===== config.mk =====
export PLATFORM = sky130hd
export DESIGN_NAME = fcw_ctrl
export DESIGN_NICKNAME = d
export VERILOG_FILES = /design/src/rtl/core/fcw_pkg.sv /design/src/rtl/core/fcw_ctrl.sv
export VERILOG_INCLUDE_DIRS = /design/src /design/src/rtl/core
export SDC_FILE = /design/constraint.sdc
export NUM_CORES = 1
export LEC_CHECK = 0
export ABC_AREA = 0
export BUFFER_PORTS_ARGS = -buffer_cell sky130_fd_sc_hd__buf_2
export CAP_MARGIN = 20
export CORE_AREA = 10 10 47 49
export DETAILED_ROUTE_END_ITERATION = 8
export DIE_AREA = 0 0 57 59
export GPL_ROUTABILITY_DRIVEN = 0
export PLACE_DENSITY = 0.5
export SETUP_SLACK_MARGIN = 0.3
export SYNTH_ARGS = -nofsm -noshare
export SYNTH_HDL_FRONTEND = slang
export SYNTH_SLANG_ARGS = --single-unit

===== constraint.sdc =====
create_clock -name clk_i -period 1.5 [get_ports clk_i]
set_clock_uncertainty 0.05 [all_clocks]
set_input_delay 0.15 -clock clk_i [delete_from_list [all_inputs] [get_ports clk_i]]
set_output_delay 0.15 -clock clk_i [all_outputs]
set_load 0.005 [all_outputs]

===== src/rtl/core/fat12_cluster_chain_walker_top_defines.svh =====
// ----------------------------------------------------------------------------
// FAT12 cluster chain walker: assertion macros
// Concurrent check macros, compiled out when SYNTH is defined.
// ----------------------------------------------------------------------------
`ifndef FAT12_CLUSTER_CHAIN_WALKER_TOP_DEFINES_SVH
`define FAT12_CLUSTER_CHAIN_WALKER_TOP_DEFINES_SVH

`ifndef SYNTH
// same-cycle implication
`define FCW_ASSERT_NOW(lbl, a, c, msg) \
  lbl: assert property (@(posedge clk_i) disable iff (!rst_ni) (a) |-> (c)) \
    else $error(msg);
// next-cycle implication
`define FCW_ASSERT_NEXT(lbl, a, c, msg) \
  lbl: assert property (@(posedge clk_i) disable iff (!rst_ni) (a) |=> (c)) \
    else $error(msg);
`else
`define FCW_ASSERT_NOW(lbl, a, c, msg)
`define FCW_ASSERT_NEXT(lbl, a, c, msg)
`endif

`endif


===== src/rtl/core/fcw_pkg.sv =====
// ----------------------------------------------------------------------------
// FAT12 cluster chain walker package
// Item types, codes, constants and controller/datapath interface structs.
// ----------------------------------------------------------------------------
package fcw_pkg;

  localparam int unsigned TABLE_BYTES_DEF = 8192;
  localparam int unsigned CLUSTER_BYTES   = 512;
  localparam int unsigned ADDR_W          = 13;
  localparam int unsigned CLUSTER_W       = 12;
  localparam int unsigned SIZE_W          = 32;
  localparam int unsigned OFFSET_W        = 21;
  localparam int unsigned VALID_W         = 10;

  localparam logic [CLUSTER_W-1:0] END_MARK  = 12'hFF8;
  localparam logic [CLUSTER_W-1:0] BAD_MARK  = 12'hFF0;
  localparam logic [CLUSTER_W-1:0] FIRST_DATA_CLUSTER = 12'd2;

  typedef enum logic [1:0] {
    KIND_LOAD  = 2'd0,
    KIND_START = 2'd1,
    KIND_NEXT  = 2'd2,
    KIND_RSVD  = 2'd3
  } fcw_kind_e;

  typedef enum logic [1:0] {
    ST_DATA = 2'd0,
    ST_END  = 2'd1,
    ST_BAD  = 2'd2,
    ST_IDLE = 2'd3
  } fcw_status_e;

  typedef enum logic [1:0] {
    S_IDLE,
    S_READ,
    S_REPORT
  } fcw_state_e;

  typedef struct packed {
    logic [1:0]           kind;
    logic [ADDR_W-1:0]    table_address;
    logic [7:0]           table_byte;
    logic [CLUSTER_W-1:0] start_cluster;
    logic [SIZE_W-1:0]    file_size;
  } fcw_in_t;

  typedef struct packed {
    logic [CLUSTER_W-1:0] cluster;
    logic [OFFSET_W-1:0]  byte_offset;
    logic [VALID_W-1:0]   bytes_valid;
    logic [1:0]           status;
  } fcw_out_t;

  // controller -> datapath
  typedef struct packed {
    logic wr_en;      // table byte write
    logic rep_start;  // report start cluster
    logic rep_next;   // report entry just read
    logic rep_idle;   // report idle (no chain)
    logic sel_hi;     // read second byte of the entry
    logic save_lo;    // latch first byte
  } fcw_cmd_t;

  // datapath -> controller
  typedef struct packed {
    logic chain_active;
    logic out_free;
  } fcw_sts_t;

endpackage


===== src/rtl/core/fcw_ctrl.sv =====
// ----------------------------------------------------------------------------
// FAT12 cluster chain walker controller
// Accepts items and sequences the two table reads of an advance.
// ----------------------------------------------------------------------------
`include "fat12_cluster_chain_walker_top_defines.svh"

module fcw_ctrl import fcw_pkg::*; (
  input  logic       clk_i,
  input  logic       rst_ni,
  input  logic       in_valid_i,
  input  logic [1:0] kind_i,
  output logic       in_stall_o,
  input  fcw_sts_t   sts_i,
  output fcw_cmd_t   cmd_o
);

  fcw_state_e state_q, state_d;
  fcw_kind_e  kind;

  assign kind = fcw_kind_e'(kind_i);

  always_ff @(posedge clk_i or negedge rst_ni) begin
    if (!rst_ni) begin
      state_q <= S_IDLE;
    end else begin
      state_q <= state_d;
    end
  end

  always_comb begin
    state_d    = state_q;
    cmd_o      = '0;
    in_stall_o = 1'b1;
    unique case (state_q)
      S_IDLE: begin
        in_stall_o = !sts_i.out_free;
        if (in_valid_i && sts_i.out_free) begin
          unique case (kind)
            KIND_LOAD:  cmd_o.wr_en     = 1'b1;
            KIND_START: cmd_o.rep_start = 1'b1;
            KIND_NEXT: begin
              // first entry byte is read at this edge
              if (sts_i.chain_active) begin
                state_d = S_READ;
              end else begin
                cmd_o.rep_idle = 1'b1;
              end
            end
            KIND_RSVD: ;
          endcase
        end
      end
      S_READ: begin
        cmd_o.sel_hi  = 1'b1;
        cmd_o.save_lo = 1'b1;
        state_d       = S_REPORT;
      end
      S_REPORT: begin
        cmd_o.sel_hi = 1'b1;
        if (sts_i.out_free) begin
          cmd_o.rep_next = 1'b1;
          state_d        = S_IDLE;
        end
      end
      default: state_d = S_IDLE;
    endcase
  end

  `FCW_ASSERT_NEXT(a_read_then_report, state_q == S_READ, state_q == S_REPORT,
                   "read step not followed by report")
  `FCW_ASSERT_NOW(a_report_needs_room, cmd_o.rep_start || cmd_o.rep_next || cmd_o.rep_idle,
                  sts_i.out_free, "report issued while output register is held")
  `FCW_ASSERT_NOW(a_single_report, cmd_o.rep_next,
                  !cmd_o.rep_start && !cmd_o.rep_idle && !cmd_o.wr_en,
                  "more than one action in a cycle")
  `FCW_ASSERT_NEXT(a_idle_advance_no_read,
                   state_q == S_IDLE && !in_stall_o && in_valid_i && kind == KIND_NEXT
                   && !sts_i.chain_active,
                   state_q == S_IDLE, "table read started with no active chain")

endmodule


==> impl_results.md <==
* H-tree depth at 1
* Gr ovfl total at 0
* Clock Tree Buf Depth at 2
* Via count at 234
* R2R depth at 4
* Syn avg cell area at 10.3 sq um
* Synthesized area at 216 sq um
* Final net count at 56
* Number of synthesized flops with an enable pin at 0
* Minimum clock period at 1.57 ns
* Top cells by count, synth: ha_1, inv_1, dfrtp_1, mux2_2, nor2b_1
* Largest area contributor in the netlist: dfrtp_1
* Net Sw Frac at 0.316
* Core Rows at 14
* Drt wl/cell at 10.7 um
* Crit-path most repeated cell: buf_6
* Pre-CTS setup slack at -0.00561 ns
* Post-synth top area share at 0.231
* Top area cells in the synthesized netlist: dfrtp_1, ha_1, mux2_2, a221oi_2, nor2b_1
* Antenna-violating nets left at 0
* Warnings, synthesis at 0
* Violated checks: negative setup slack
* Max frequency at 637 MHz
* Worst endpoint data arrival time at 1.37 ns
* Max FFs per register at 2
* Layout area overhead at 117%
* Die area at 0.00336 sq mm
* Endpoints failing setup at 4
* Top FF cell, synth: dfrtp_1
* Critical Path Stages at 6
* Syn Nets at 32
* Via density at 3.97
* Async SR Flop Fraction at 1.00
* Most frequent cell after synthesis: ha_1
* Clk pwr share at 0.129
* Final instance area at 469 sq um
* Worst Setup Path Type: reg -> out
* Pre-antenna DRT Iters at 2
* Period utilization at 1.05
* Crit path max-delay family: flip-flops
* Chip width at 57 um
* Crit-path max FO at 4
* CP Data Required Time at 1.30 ns
* Flop pwr share at 0.110
* Worst path bufs/invs at 3
* Clk Latency, worst-skew pair at 0.22 ns
* CTS sink count at 2
* Area post-placement at 337 sq um
* Max cap viols at 0
* Initial Utilization at 0.154
* Largest registers: state_q x2
* Total wire length at 631 um
* Cell internal pwr at 0.612 mW
* Diodes inserted at 0
* I/O Buffers at 13
* Combinational share of power at 0.761
* Worst r2r dst: state_q[1]$_DFFE_PN0P_
* RSZ-0062 raised after global routing: yes
* Max stage delay cell, worst path: dfrtp_1
* Worst setup EP type: output port
* Critical path launch point type: register
* Hold WC Path Type: in -> async
* Core area at 0.00140 sq mm
* Clock transition at path regs at 0.03 ns
* Die Ht at 59 um
* Slowest Stage Delay on Critical Path at 0.37 ns
* Total track usage at 0.0390
* CTS buffer count at 3
* DR iter-0 viols at 1
* Yosys cell types at 13
* Syn Inst Count at 21
* CTS tree: built
* Static Leak at 0.231 nW
* Crit path from: state_q[0]$_DFFE_PN0P_
* Status: complete, but fails checks
* HPWL Detailed at 520 um
* Worst path cell trace: inv_2, ha_4, buf_6, nor2b_4, and4_4, buf_6
* First-pass GRT wire length at 1040 um
* Antenna violations before repair at 0
* Setup slack after layout at -0.0708 ns
* Slew margin rel. at 0.816
* Peak VDD IR at 0.887 mV
* PwrDens at 1910 mW/mm^2
* Sequential area share after synthesis at 0.231
* Vias in the first global route at 267
* Crit Reg-Reg Startpoint: state_q[1]$_DFFE_PN0P_
* Share of layout cells above drive strength 1 at 0.814
* Num ports at 14
* Largest net degree at the start of global routing at 7
* Worst Tran Pin Value at 0.275 ns
* Reg2reg setup slack at -0.04 ns
* # DRC at 0
* Final Hold Viols at 0
* Pins Over Slew Limit at 0
* Root Buffer Master: clkbuf_4
* Worst Hold Slack at 0.190 ns
* Most flops, register: state_q
* #FFs+latches synth at 2
* Psw at 0.282 mW
## cell type report
| cell class | instances | area, sq um |
|---|---|---|
| sequential | 2 | 50.0 |
| multi-input combinational | 15 | 215 |
| inverter | 3 | 11.3 |
| tap | 16 | 20.0 |
| fill | 148 | 932 |
| timing repair buffer | 20 | 150 |
| clock buffer | 3 | 22.5 |
## layer usage
| metal | wire, um | global-route usage | vias up |
|---|---|---|---|
| li1 | - | - | 116 |
| met1 | 238 | 0.0358 | 106 |
| met2 | 288 | 0.0558 | 12 |
| met3 | 104 | 0.0258 | 0 |
| met4 | 0 | 0.0403 | 0 |
| met5 | 0 | 0 | - |
## metrics by stage
stage           util  total power, mW  cells  TNS [ns]
2_1_floorplan      -            0.373     21         0
3_3_place_gp   0.240            0.516     52         0
6_report       0.335            0.894     59    -0.215
5_1_grt        0.335            0.974     59    -0.480
3_5_place_dp   0.240            0.523     52  -0.00989
4_1_cts        0.320            0.839     59    -0.281
## worst max-delay path by stage
stage,slack [ns],to
after detailed placement,-0.006,state_q[1]$_DFFE_PN0P_
final,-0.07,cmd_o[4]
after global placement,0.008,state_q[0]$_DFFE_PN0P_
after global routing,-0.13,cmd_o[5]
after floorplan,0.08,state_q[0]$_DFFE_PN0P_
after CTS,-0.08,cmd_o[4]
## power groups by stage
stage          clock, mW  sequential (mW)  combinational, mW
2_1_floorplan          0            0.101              0.271
3_3_place_gp           0            0.100              0.416
3_5_place_dp           0            0.101              0.422
4_1_cts            0.125           0.0969              0.617
5_1_grt            0.126            0.104              0.744
6_report           0.115           0.0982              0.680
## cell families after synthesis
logic type / Yosys count / share of synthesized area
adder cells (fa/ha/maj): 4 / 0.231
AND/OR/NAND/NOR: 8 / 0.277
multiplexers: 2 / 0.104
buffers and inverters: 4 / 0.0867
AO/OA/AOI/OAI: 1 / 0.0693
flip-flops: 2 / 0.231
## placed cells by master, fill, tap and decap left out, drive strengths merged
| master | count |
|---|---|
| buf | 19 |
| ha | 4 |
| clkbuf | 3 |
| inv | 3 |
| nor2b | 2 |
| mux2 | 2 |
| dfrtp | 2 |
| and4 | 1 |
| and4b | 1 |
| and2 | 1 |
| nand4b | 1 |
| nor3b | 1 |
| nand2 | 1 |
| a221oi | 1 |
| dlygate4sd3 | 1 |
## what timing repair did
item                       CTS  global route
pin swaps                    4             2
hold endpoints to repair     2             0
setup endpoints to repair    9             9
buffers inserted             3             0
resized for setup           12             4
hold buffers                 1             0
(Power assumes the default switching activity.)
